File: src/design/her_pkg.sv
package her_pkg;

    localparam int MAX_NAME_BYTES = 32;
    localparam int LEN_W  = $clog2(MAX_NAME_BYTES + 1);
    localparam int ADDR_W = $clog2(MAX_NAME_BYTES);

    localparam logic [7:0] CH_AMP  = 8'h26;
    localparam logic [7:0] CH_LT   = 8'h3C;
    localparam logic [7:0] CH_SEMI = 8'h3B;
    localparam logic [7:0] CH_HASH = 8'h23;

    // Keys below ENT_COUNT are replaced entities; the rest are passed verbatim.
    localparam int ENT_COUNT  = 17;
    localparam int VERB_COUNT = 5;
    localparam int KEY_COUNT  = ENT_COUNT + VERB_COUNT;
    localparam int KEY_CHARS  = 6;
    localparam int ENT_W      = $clog2(ENT_COUNT);

    localparam logic [8*KEY_CHARS-1:0] KEY_NAME [KEY_COUNT] = '{
        "lsqb  ", "rsqb  ", "nbsp  ", "ndash ", "mdash ", "hellip",
        "bull  ", "dagger", "sect  ", "para  ", "prime ", "Prime ",
        "times ", "minus ", "middot", "lrm   ", "rlm   ",
        "amp   ", "lt    ", "gt    ", "quot  ", "apos  "
    };

    localparam logic [2:0] KEY_LEN [KEY_COUNT] = '{
        3'd4, 3'd4, 3'd4, 3'd5, 3'd5, 3'd6, 3'd4, 3'd6, 3'd4, 3'd4, 3'd5,
        3'd5, 3'd5, 3'd5, 3'd6, 3'd3, 3'd3,
        3'd3, 3'd2, 3'd2, 3'd4, 3'd4
    };

    localparam logic [23:0] ENT_BYTES [ENT_COUNT] = '{
        24'h5B0000, 24'h5D0000, 24'h200000, 24'hE28093, 24'hE28094,
        24'hE280A6, 24'hE280A2, 24'hE280A0, 24'hC2A700, 24'hC2B600,
        24'hE280B2, 24'hE280B3, 24'hC39700, 24'hE28892, 24'hC2B700,
        24'h000000, 24'h000000
    };

    localparam logic [1:0] ENT_BLEN [ENT_COUNT] = '{
        2'd1, 2'd1, 2'd1, 2'd3, 2'd3, 2'd3, 2'd3, 2'd3, 2'd2, 2'd2,
        2'd3, 2'd3, 2'd2, 2'd3, 2'd2, 2'd0, 2'd0
    };

    // Output bytes of one input, in order: '&', held name bytes, entity bytes, tail byte.
    typedef struct packed {
        logic              amp;
        logic [LEN_W-1:0]  nidx;
        logic [LEN_W-1:0]  ncnt;
        logic [ENT_W-1:0]  eid;
        logic [1:0]        epos;
        logic [1:0]        elen;
        logic              tail;
        logic [7:0]        tail_byte;
    } plan_t;

    typedef struct packed {
        logic              is_mem;
        logic [ADDR_W-1:0] addr;
        logic [7:0]        data;
    } token_t;

    localparam plan_t PLAN_EMPTY = '0;

    function automatic logic [7:0] key_char(input int unsigned k, input logic [2:0] pos);
        logic [7:0] c;
        c = 8'h00;
        if (int'(pos) < KEY_CHARS)
        begin
            c = KEY_NAME[k][8*(KEY_CHARS-1-int'(pos)) +: 8];
        end
        return c;
    endfunction

    function automatic logic [7:0] ent_byte(input logic [ENT_W-1:0] eid, input logic [1:0] pos);
        logic [7:0] c;
        c = 8'h00;
        if (int'(eid) < ENT_COUNT && pos < 2'd3)
        begin
            c = ENT_BYTES[eid][8*(2-int'(pos)) +: 8];
        end
        return c;
    endfunction

    function automatic logic plan_empty(input plan_t p);
        return !p.amp && (p.nidx >= p.ncnt) && (p.epos >= p.elen) && !p.tail;
    endfunction

    function automatic token_t plan_token(input plan_t p);
        token_t t;
        t.is_mem = 1'b0;
        t.addr   = p.nidx[ADDR_W-1:0];
        t.data   = CH_AMP;
        if (p.amp)
        begin
            t.data = CH_AMP;
        end
        else if (p.nidx < p.ncnt)
        begin
            t.is_mem = 1'b1;
        end
        else if (p.epos < p.elen)
        begin
            t.data = ent_byte(p.eid, p.epos);
        end
        else
        begin
            t.data = p.tail_byte;
        end
        return t;
    endfunction

    function automatic plan_t plan_rest(input plan_t p);
        plan_t r;
        r = p;
        if (p.amp)
        begin
            r.amp = 1'b0;
        end
        else if (p.nidx < p.ncnt)
        begin
            r.nidx = LEN_W'(p.nidx + 1'b1);
        end
        else if (p.epos < p.elen)
        begin
            r.epos = 2'(p.epos + 1'b1);
        end
        else
        begin
            r.tail = 1'b0;
        end
        return r;
    endfunction

endpackage

File: src/design/her_name_ram.sv
module her_name_ram (
    input  logic                       clk,
    input  logic                       wr_en,
    input  logic [her_pkg::ADDR_W-1:0] wr_addr,
    input  logic [7:0]                 wr_data,
    input  logic                       rd_en,
    input  logic [her_pkg::ADDR_W-1:0] rd_addr,
    output logic [7:0]                 rd_data
);
    import her_pkg::*;

    logic [7:0] mem [MAX_NAME_BYTES];
    logic [7:0] rd_data_reg;

    always_ff @(posedge clk)
    begin
        if (wr_en)
        begin
            mem[wr_addr] <= wr_data;
        end
        if (rd_en)
        begin
            rd_data_reg <= mem[rd_addr];
        end
    end

    assign rd_data = rd_data_reg;

endmodule

File: src/design/her_parse.sv
module her_parse (
    input  logic                       clk,
    input  logic                       rst_n,
    input  logic                       accept,
    input  logic [7:0]                 in_byte,
    input  logic                       stream_end,
    output her_pkg::plan_t             plan,
    output logic                       wr_en,
    output logic [her_pkg::ADDR_W-1:0] wr_addr,
    output logic [7:0]                 wr_data
);
    import her_pkg::*;

    logic                 in_entity_reg, in_entity_next;
    logic [LEN_W-1:0]     name_length_reg, name_length_next;
    logic [KEY_COUNT-1:0] prefix_reg, prefix_next;
    logic                 hash_reg, hash_next;

    logic [KEY_COUNT-1:0] key_hit;
    logic [KEY_COUNT-1:0] key_step;
    logic                 verbatim;
    logic                 ent_found;
    logic [ENT_W-1:0]     ent_id;
    logic                 malformed;
    logic                 store;
    logic [2:0]           pos;
    plan_t                plan_c;

    assign pos = (name_length_reg < LEN_W'(KEY_CHARS)) ? name_length_reg[2:0] : 3'd0;

    always_comb
    begin
        for (int k = 0; k < KEY_COUNT; k++)
        begin
            key_hit[k]  = prefix_reg[k] && (name_length_reg == LEN_W'(KEY_LEN[k]));
            key_step[k] = prefix_reg[k] && (name_length_reg < LEN_W'(KEY_LEN[k]))
                          && (key_char(k, pos) == in_byte);
        end
        ent_found = 1'b0;
        ent_id    = '0;
        for (int k = ENT_COUNT - 1; k >= 0; k--)
        begin
            if (key_hit[k])
            begin
                ent_found = 1'b1;
                ent_id    = ENT_W'(k);
            end
        end
        verbatim = hash_reg || (|key_hit[KEY_COUNT-1:ENT_COUNT]);
    end

    assign malformed = (in_byte == CH_AMP) || (in_byte == CH_LT)
                       || (name_length_reg >= LEN_W'(MAX_NAME_BYTES));
    assign store = in_entity_reg && (in_byte != CH_SEMI) && !malformed;

    always_comb
    begin
        plan_c           = PLAN_EMPTY;
        in_entity_next   = in_entity_reg;
        name_length_next = name_length_reg;
        prefix_next      = prefix_reg;
        hash_next        = hash_reg;
        if (!in_entity_reg)
        begin
            if (in_byte == CH_AMP)
            begin
                in_entity_next   = !stream_end;
                name_length_next = '0;
                prefix_next      = '1;
                hash_next        = 1'b0;
                plan_c.amp       = stream_end;
            end
            else
            begin
                plan_c.tail      = 1'b1;
                plan_c.tail_byte = in_byte;
            end
        end
        else if (in_byte == CH_SEMI)
        begin
            in_entity_next   = 1'b0;
            name_length_next = '0;
            if (verbatim)
            begin
                plan_c.amp       = 1'b1;
                plan_c.ncnt      = name_length_reg;
                plan_c.tail      = 1'b1;
                plan_c.tail_byte = CH_SEMI;
            end
            else if (ent_found)
            begin
                plan_c.eid  = ent_id;
                plan_c.elen = ENT_BLEN[ent_id];
            end
        end
        else if (malformed)
        begin
            plan_c.amp       = 1'b1;
            plan_c.ncnt      = name_length_reg;
            name_length_next = '0;
            prefix_next      = '1;
            hash_next        = 1'b0;
            if (in_byte == CH_AMP)
            begin
                in_entity_next   = !stream_end;
                plan_c.tail      = stream_end;
                plan_c.tail_byte = CH_AMP;
            end
            else
            begin
                in_entity_next   = 1'b0;
                plan_c.tail      = 1'b1;
                plan_c.tail_byte = in_byte;
            end
        end
        else
        begin
            name_length_next = LEN_W'(name_length_reg + 1'b1);
            prefix_next      = key_step;
            hash_next        = (name_length_reg == '0) ? (in_byte == CH_HASH) : hash_reg;
            if (stream_end)
            begin
                in_entity_next   = 1'b0;
                name_length_next = '0;
                plan_c.amp       = 1'b1;
                plan_c.ncnt      = LEN_W'(name_length_reg + 1'b1);
            end
        end
    end

    always_ff @(posedge clk or negedge rst_n)
    begin
        if (!rst_n)
        begin
            in_entity_reg   <= 1'b0;
            name_length_reg <= '0;
            prefix_reg      <= '1;
            hash_reg        <= 1'b0;
        end
        else if (accept)
        begin
            in_entity_reg   <= in_entity_next;
            name_length_reg <= name_length_next;
            prefix_reg      <= prefix_next;
            hash_reg        <= hash_next;
        end
    end

    assign plan    = plan_c;
    assign wr_en   = accept && store;
    assign wr_addr = name_length_reg[ADDR_W-1:0];
    assign wr_data = in_byte;

    a_len_bound: assert property (@(posedge clk) disable iff (!rst_n)
        name_length_reg <= LEN_W'(MAX_NAME_BYTES))
        else $error("held name length exceeds the store depth");

    a_idle_len: assert property (@(posedge clk) disable iff (!rst_n)
        !in_entity_reg |-> name_length_reg == '0)
        else $error("name bytes held while no entity is open");

endmodule

File: src/design/her_replay.sv
module her_replay (
    input  logic                       clk,
    input  logic                       rst_n,
    input  her_pkg::plan_t             plan_in,
    input  logic                       s_valid,
    output logic                       s_ready,
    input  logic                       m_ready,
    output logic                       m_valid,
    output logic                       m_last,
    output logic                       m_is_mem,
    output logic [7:0]                 m_byte,
    output logic                       rd_en,
    output logic [her_pkg::ADDR_W-1:0] rd_addr
);
    import her_pkg::*;

    typedef enum logic {
        ST_IDLE,
        ST_REPLAY
    } state_t;

    state_t     state_reg;
    plan_t      plan_reg;
    logic       m_valid_reg;
    logic       out_last_reg;
    logic       out_is_mem_reg;
    logic [7:0] out_byte_reg;

    logic   slot_free;
    logic   accept;
    logic   issue;
    plan_t  src_plan;
    plan_t  rest;
    token_t tok;
    logic   rest_empty;

    assign slot_free  = !m_valid_reg || m_ready;
    assign s_ready    = (state_reg == ST_IDLE) && slot_free;
    assign accept     = s_ready && s_valid;
    assign src_plan   = (state_reg == ST_IDLE) ? plan_in : plan_reg;
    assign tok        = plan_token(src_plan);
    assign rest       = plan_rest(src_plan);
    assign rest_empty = plan_empty(rest);
    assign issue      = slot_free && !plan_empty(src_plan)
                        && ((state_reg == ST_REPLAY) || s_valid);
    assign rd_en      = issue && tok.is_mem;
    assign rd_addr    = tok.addr;

    always_ff @(posedge clk or negedge rst_n)
    begin
        if (!rst_n)
        begin
            state_reg      <= ST_IDLE;
            plan_reg       <= PLAN_EMPTY;
            m_valid_reg    <= 1'b0;
            out_last_reg   <= 1'b0;
            out_is_mem_reg <= 1'b0;
            out_byte_reg   <= 8'h00;
        end
        else
        begin
            unique case (state_reg)
                ST_IDLE:
                begin
                    if (accept && !plan_empty(plan_in) && !rest_empty)
                    begin
                        state_reg <= ST_REPLAY;
                        plan_reg  <= rest;
                    end
                end
                ST_REPLAY:
                begin
                    if (slot_free)
                    begin
                        plan_reg <= rest;
                        if (rest_empty)
                        begin
                            state_reg <= ST_IDLE;
                        end
                    end
                end
                default:
                begin
                    state_reg <= ST_IDLE;
                end
            endcase
            if (issue)
            begin
                m_valid_reg    <= 1'b1;
                out_last_reg   <= rest_empty;
                out_is_mem_reg <= tok.is_mem;
                out_byte_reg   <= tok.data;
            end
            else if (m_ready)
            begin
                m_valid_reg <= 1'b0;
            end
        end
    end

    assign m_valid  = m_valid_reg;
    assign m_last   = out_last_reg;
    assign m_is_mem = out_is_mem_reg;
    assign m_byte   = out_byte_reg;

    a_replay_pending: assert property (@(posedge clk) disable iff (!rst_n)
        state_reg == ST_REPLAY |-> !plan_empty(plan_reg))
        else $error("replay state with nothing left to send");

    a_last_ends: assert property (@(posedge clk) disable iff (!rst_n)
        issue && rest_empty |=> state_reg == ST_IDLE)
        else $error("final transfer of an input not followed by idle");

    a_no_accept_busy: assert property (@(posedge clk) disable iff (!rst_n)
        state_reg == ST_REPLAY |-> !s_ready)
        else $error("input taken while a replay is in progress");

endmodule

File: src/design/html_entity_resolver.sv
// Latency: the first output byte of an input is valid the cycle after that input's transfer.
// Throughput: while the output accepts, plain text flows at one byte per cycle and a replay of
// held name bytes reads the name store once per cycle; no input is taken while a replay runs.
// Reset: rst_n is asynchronous and active low; it closes any open entity and empties the output.
// The name store is not cleared; only bytes written since the entity opened are ever read.
module html_entity_resolver (
    input  logic       clk,
    input  logic       rst_n,
    input  logic       s_axis_tvalid,
    output logic       s_axis_tready,
    input  logic [7:0] s_axis_tdata,   // in_byte
    input  logic       s_axis_tlast,   // stream_end
    output logic       m_axis_tvalid,
    input  logic       m_axis_tready,
    output logic [7:0] m_axis_tdata,   // out_byte
    output logic       m_axis_tlast    // run_last
);
    import her_pkg::*;

    plan_t             plan;
    logic              accept;
    logic              wr_en;
    logic [ADDR_W-1:0] wr_addr;
    logic [7:0]        wr_data;
    logic              rd_en;
    logic [ADDR_W-1:0] rd_addr;
    logic [7:0]        rd_data;
    logic              out_is_mem;
    logic [7:0]        out_byte;

    assign accept = s_axis_tvalid && s_axis_tready;

    her_parse u_parse (
        .clk        (clk),
        .rst_n      (rst_n),
        .accept     (accept),
        .in_byte    (s_axis_tdata),
        .stream_end (s_axis_tlast),
        .plan       (plan),
        .wr_en      (wr_en),
        .wr_addr    (wr_addr),
        .wr_data    (wr_data)
    );

    her_name_ram u_ram (
        .clk     (clk),
        .wr_en   (wr_en),
        .wr_addr (wr_addr),
        .wr_data (wr_data),
        .rd_en   (rd_en),
        .rd_addr (rd_addr),
        .rd_data (rd_data)
    );

    her_replay u_replay (
        .clk      (clk),
        .rst_n    (rst_n),
        .plan_in  (plan),
        .s_valid  (s_axis_tvalid),
        .s_ready  (s_axis_tready),
        .m_ready  (m_axis_tready),
        .m_valid  (m_axis_tvalid),
        .m_last   (m_axis_tlast),
        .m_is_mem (out_is_mem),
        .m_byte   (out_byte),
        .rd_en    (rd_en),
        .rd_addr  (rd_addr)
    );

    assign m_axis_tdata = out_is_mem ? rd_data : out_byte;

endmodule

File: config.mk
export PLATFORM = sky130hd
export DESIGN_NAME = html_entity_resolver
export DESIGN_NICKNAME = d
export VERILOG_FILES = /design/src/design/her_pkg.sv /design/src/design/her_name_ram.sv /design/src/design/her_parse.sv /design/src/design/her_replay.sv /design/src/design/html_entity_resolver.sv
export SDC_FILE = /design/constraint.sdc
export NUM_CORES = 1
export LEC_CHECK = 0
export BUFFER_PORTS_ARGS = -buffer_cell sky130_fd_sc_hd__buf_4
export CORE_MARGIN = 2
export CORE_UTILIZATION = 66
export DETAILED_ROUTE_END_ITERATION = 12
export PLACE_DENSITY = 0.89
export SETUP_SLACK_MARGIN = 0.2
export SLEW_MARGIN = 20
export SYNTH_ARGS = -nofsm -noshare
export SYNTH_HDL_FRONTEND = slang
export SYNTH_SLANG_ARGS = --single-unit
File: constraint.sdc
create_clock -name clk -period 8.5 [get_ports clk]
set_input_delay 0.85 -clock clk [delete_from_list [all_inputs] [get_ports clk]]
set_output_delay 0.85 -clock clk [all_outputs]
set_load 0.01 [all_outputs]
==> impl_results.md <==
* Maximum vdd drop at 0.3007 mV
* Unique masters post-synth at 90
* Post-detail-place hpwl at 27720 um
* Starting Density at 67.36%
* # clock sinks at 336
* Gr ovfl total at 0
* PortBufs at 23
* DR WL/cell at 26.89 um
* First-pass DRT Iterations at 6
* Vias post-DR at 12460
* Outcome: complete, no violations
* Seq/Total Area, Yosys at 57.52%
* Area share of the largest cell type after synthesis at 46.74%
* Fmax at 139.4 MHz
* Number of synthesized flops with an enable pin at 264
* Drt total wl at 45920 um
* Leading area contributor after synthesis: edfxtp_1
* PwrDens at 311.1 nW/um^2
* Max H-tree Level at 2
* P&R area growth vs syn at 7.620%
* Number of flip-flops in the largest register at 256
* DRT iter0 DRCs at 2405
* I/O pin count at 24
* Yosys warning total at 0
* Critical Path AT at 7.57 ns
* Syn Nets at 1423
* CTS Hold Buffers Added at 0
* Total negative slack at 0 ns
* Mapped Avg Cell Area at 12.31 um^2
* Leakage at 6.270 nW
* Ratio of final minimum period to clock period at 84.39%
* Nets@finish at 1398
* Post-synthesis async set-or-reset flop share at 21.43%
* Overall routing resource usage at 34.53%
* Unrepaired setup endpoints after global routing: no
* Max-Cap Viols at 0
* Top cells by area, synth: edfxtp_1, dfrtp_1, mux4_2
* Critical Path Start Type: flop
* Ant diodes at 0
* Largest net degree at the start of global routing at 73
* Die H at 164.3 um
* Global-route wire length before repair at 70400 um
* Cell with the most instances after synthesis: edfxtp_1
* Final hold violations at 0
* Worst-margin pin slew at 1.169 ns
* Slew HR at 22.06%
* Routability cong. at 0.9164
* Final setup vio count at 0
* Minimum clock period at 7.173 ns
* Worst skew pair latency at 0.54 ns
* Post-CTS Setup Bufs at 0
* Chip width at 164.3 um
* Cell Rows at 58
* Area of the core at 25180 um^2
* Overall power at 5.679 mW
* Maximum root-to-sink buffer count at 3
* Share of cells above drive strength 1 at 13.79%
* Root Buffer: clkbuf_16
* Seq cells post-synth at 336
* Min-Delay Path Class: in -> async
* Synthesized netlist cell count at 1378
* CTS tree: done
* Ys flop type: edfxtp_1
* Critical Path Sink Type: flop
* Synthesized area at 16960 um^2
* Antenna-violating nets left at 0
* DR vias/cell at 7.293
* CTS Buf Count at 34
* Vias in the first global route at 11870
* Post-route DRC at 0
* Crit path required time at 8.90 ns
* Initial antenna violation count at 2
* Synth top cells by count: edfxtp_1, nor2_1, nand2_1
* Max Slew Vio Count at 0
* Setup CP Type: reg -> reg
* Fill cells at 1492
* Clock Pin Slew Worst Setup and Hold Paths at 0.06 ns
* CP Max Fanout at 29
* Die footprint at 27000 um^2
* Final clock skew at 0.02041 ns
* Post-cts resize count at 0
==> critical path: stages, from the launching register on <==
cell and delay (ns):
dfrtp_1 1.11, nor4_2 0.15, a31o_2 0.34, nor4_2 0.56
or3b_2 0.26, o21ai_0 0.09, a211oi_1 0.29, a21o_1 0.18
ha_1 0.26, a21o_1 0.19, a21o_1 0.18, a21oi_1 0.30
o21ai_0 0.34, nor3_1 0.27, a21oi_1 0.09, ha_1 0.32
nand2b_1 0.14, a21o_1 0.18, a21oi_1 0.16, nor2b_1 0.07
o21ai_0 0.23, a211oi_1 0.16, a221o_4 0.55, nand2_8 0.24
mux2_1 0.36
==> kinds of logic after synthesis <==
kind of cell	after synthesis	share of synthesized area, %
AO/OA/AOI/OAI	382	15.86
AND/OR/NAND/NOR	381	11.40
flip-flops	336	57.52
buffers and inverters	122	3.069
multiplexers	75	7.207
XOR/XNOR	50	2.582
adder cells (fa/ha/maj)	32	2.361
==> metrics by stage <==
stage	hold slack, ns	area, um^2	utilization [%]	setup slack, ns	cells
after CTS	0.4853	18250	72.46	1.658	1708
final	0.4771	18250	72.49	1.327	1708
after floorplan	0.4460	16960	-	2.466	1378
after global routing	0.5228	18250	72.49	0.9866	1708
after detailed placement	0.4721	17200	68.29	1.454	1647
after global placement	0.4636	17200	68.29	1.683	1647
==> power breakdown <==
group | switching, mW | total [mW] | internal [mW]
Sequential | 0.141 | 2.12 | 1.97
Combinational | 1.33 | 2.10 | 0.770
Clock | 0.651 | 1.46 | 0.808
Total | 2.13 | 5.68 | 3.55
==> cells in the final DEF (no fill, tap or decap), types with 30 or more instances in the layout <==
master / count
a211oi_1: 31
a21oi_1: 94
buf_4: 30
clkbuf_16: 34
dfrtp_1: 50
edfxtp_1: 264
ha_1: 32
mux4_2: 32
nand2_1: 97
nand3_1: 34
nor2_1: 109
o21ai_0: 55
o221ai_1: 65
xnor2_1: 37
==> routing by layer <==
layer / wire length (um) / vias to the layer above / GRT usage (%)
met2: 22080 / 972 / 55.46
met4: 2189 / 4 / 14.59
li1: - / 5285 / -
met3: 5074 / 172 / 6.566
met5: 23 / - / 0
met1: 16560 / 6024 / 46.59
==> worst paths after layout <==
| check | start | to | slack [ns] | depth (start not counted) |
|---|---|---|---|---|
| worst max-delay path | u_parse.name_length_reg[2] | u_replay.plan_reg[5] | 1.33 | 24 |
| worst min-delay path | rst_n | u_parse.name_length_reg[3] | 0.48 | 1 |
| worst max register to register | u_parse.name_length_reg[2] | u_replay.plan_reg[5] | 1.33 | 24 |
| worst min register to register | u_replay.m_last | u_replay.m_last | 0.48 | 2 |
| max in group asynchronous | rst_n | u_replay.m_byte[3] | 7.43 | 1 |
| min in group clk | u_replay.m_last | u_replay.m_last | 0.48 | 2 |
==> final cells by class <==
class | count | area [um^2] | area share (%)
clock buffers | 42 | 880.8 | 4.826
clock inverters | 19 | 168.9 | 0.9254
inverters | 31 | 117.6 | 0.6443
multi-input cells | 920 | 6691 | 36.66
flip-flops and latches | 336 | 9757 | 53.45
well taps | 330 | 412.9 | 2.262
repair buffers | 30 | 225.2 | 1.234
Power figures use the tool's default switching activity.
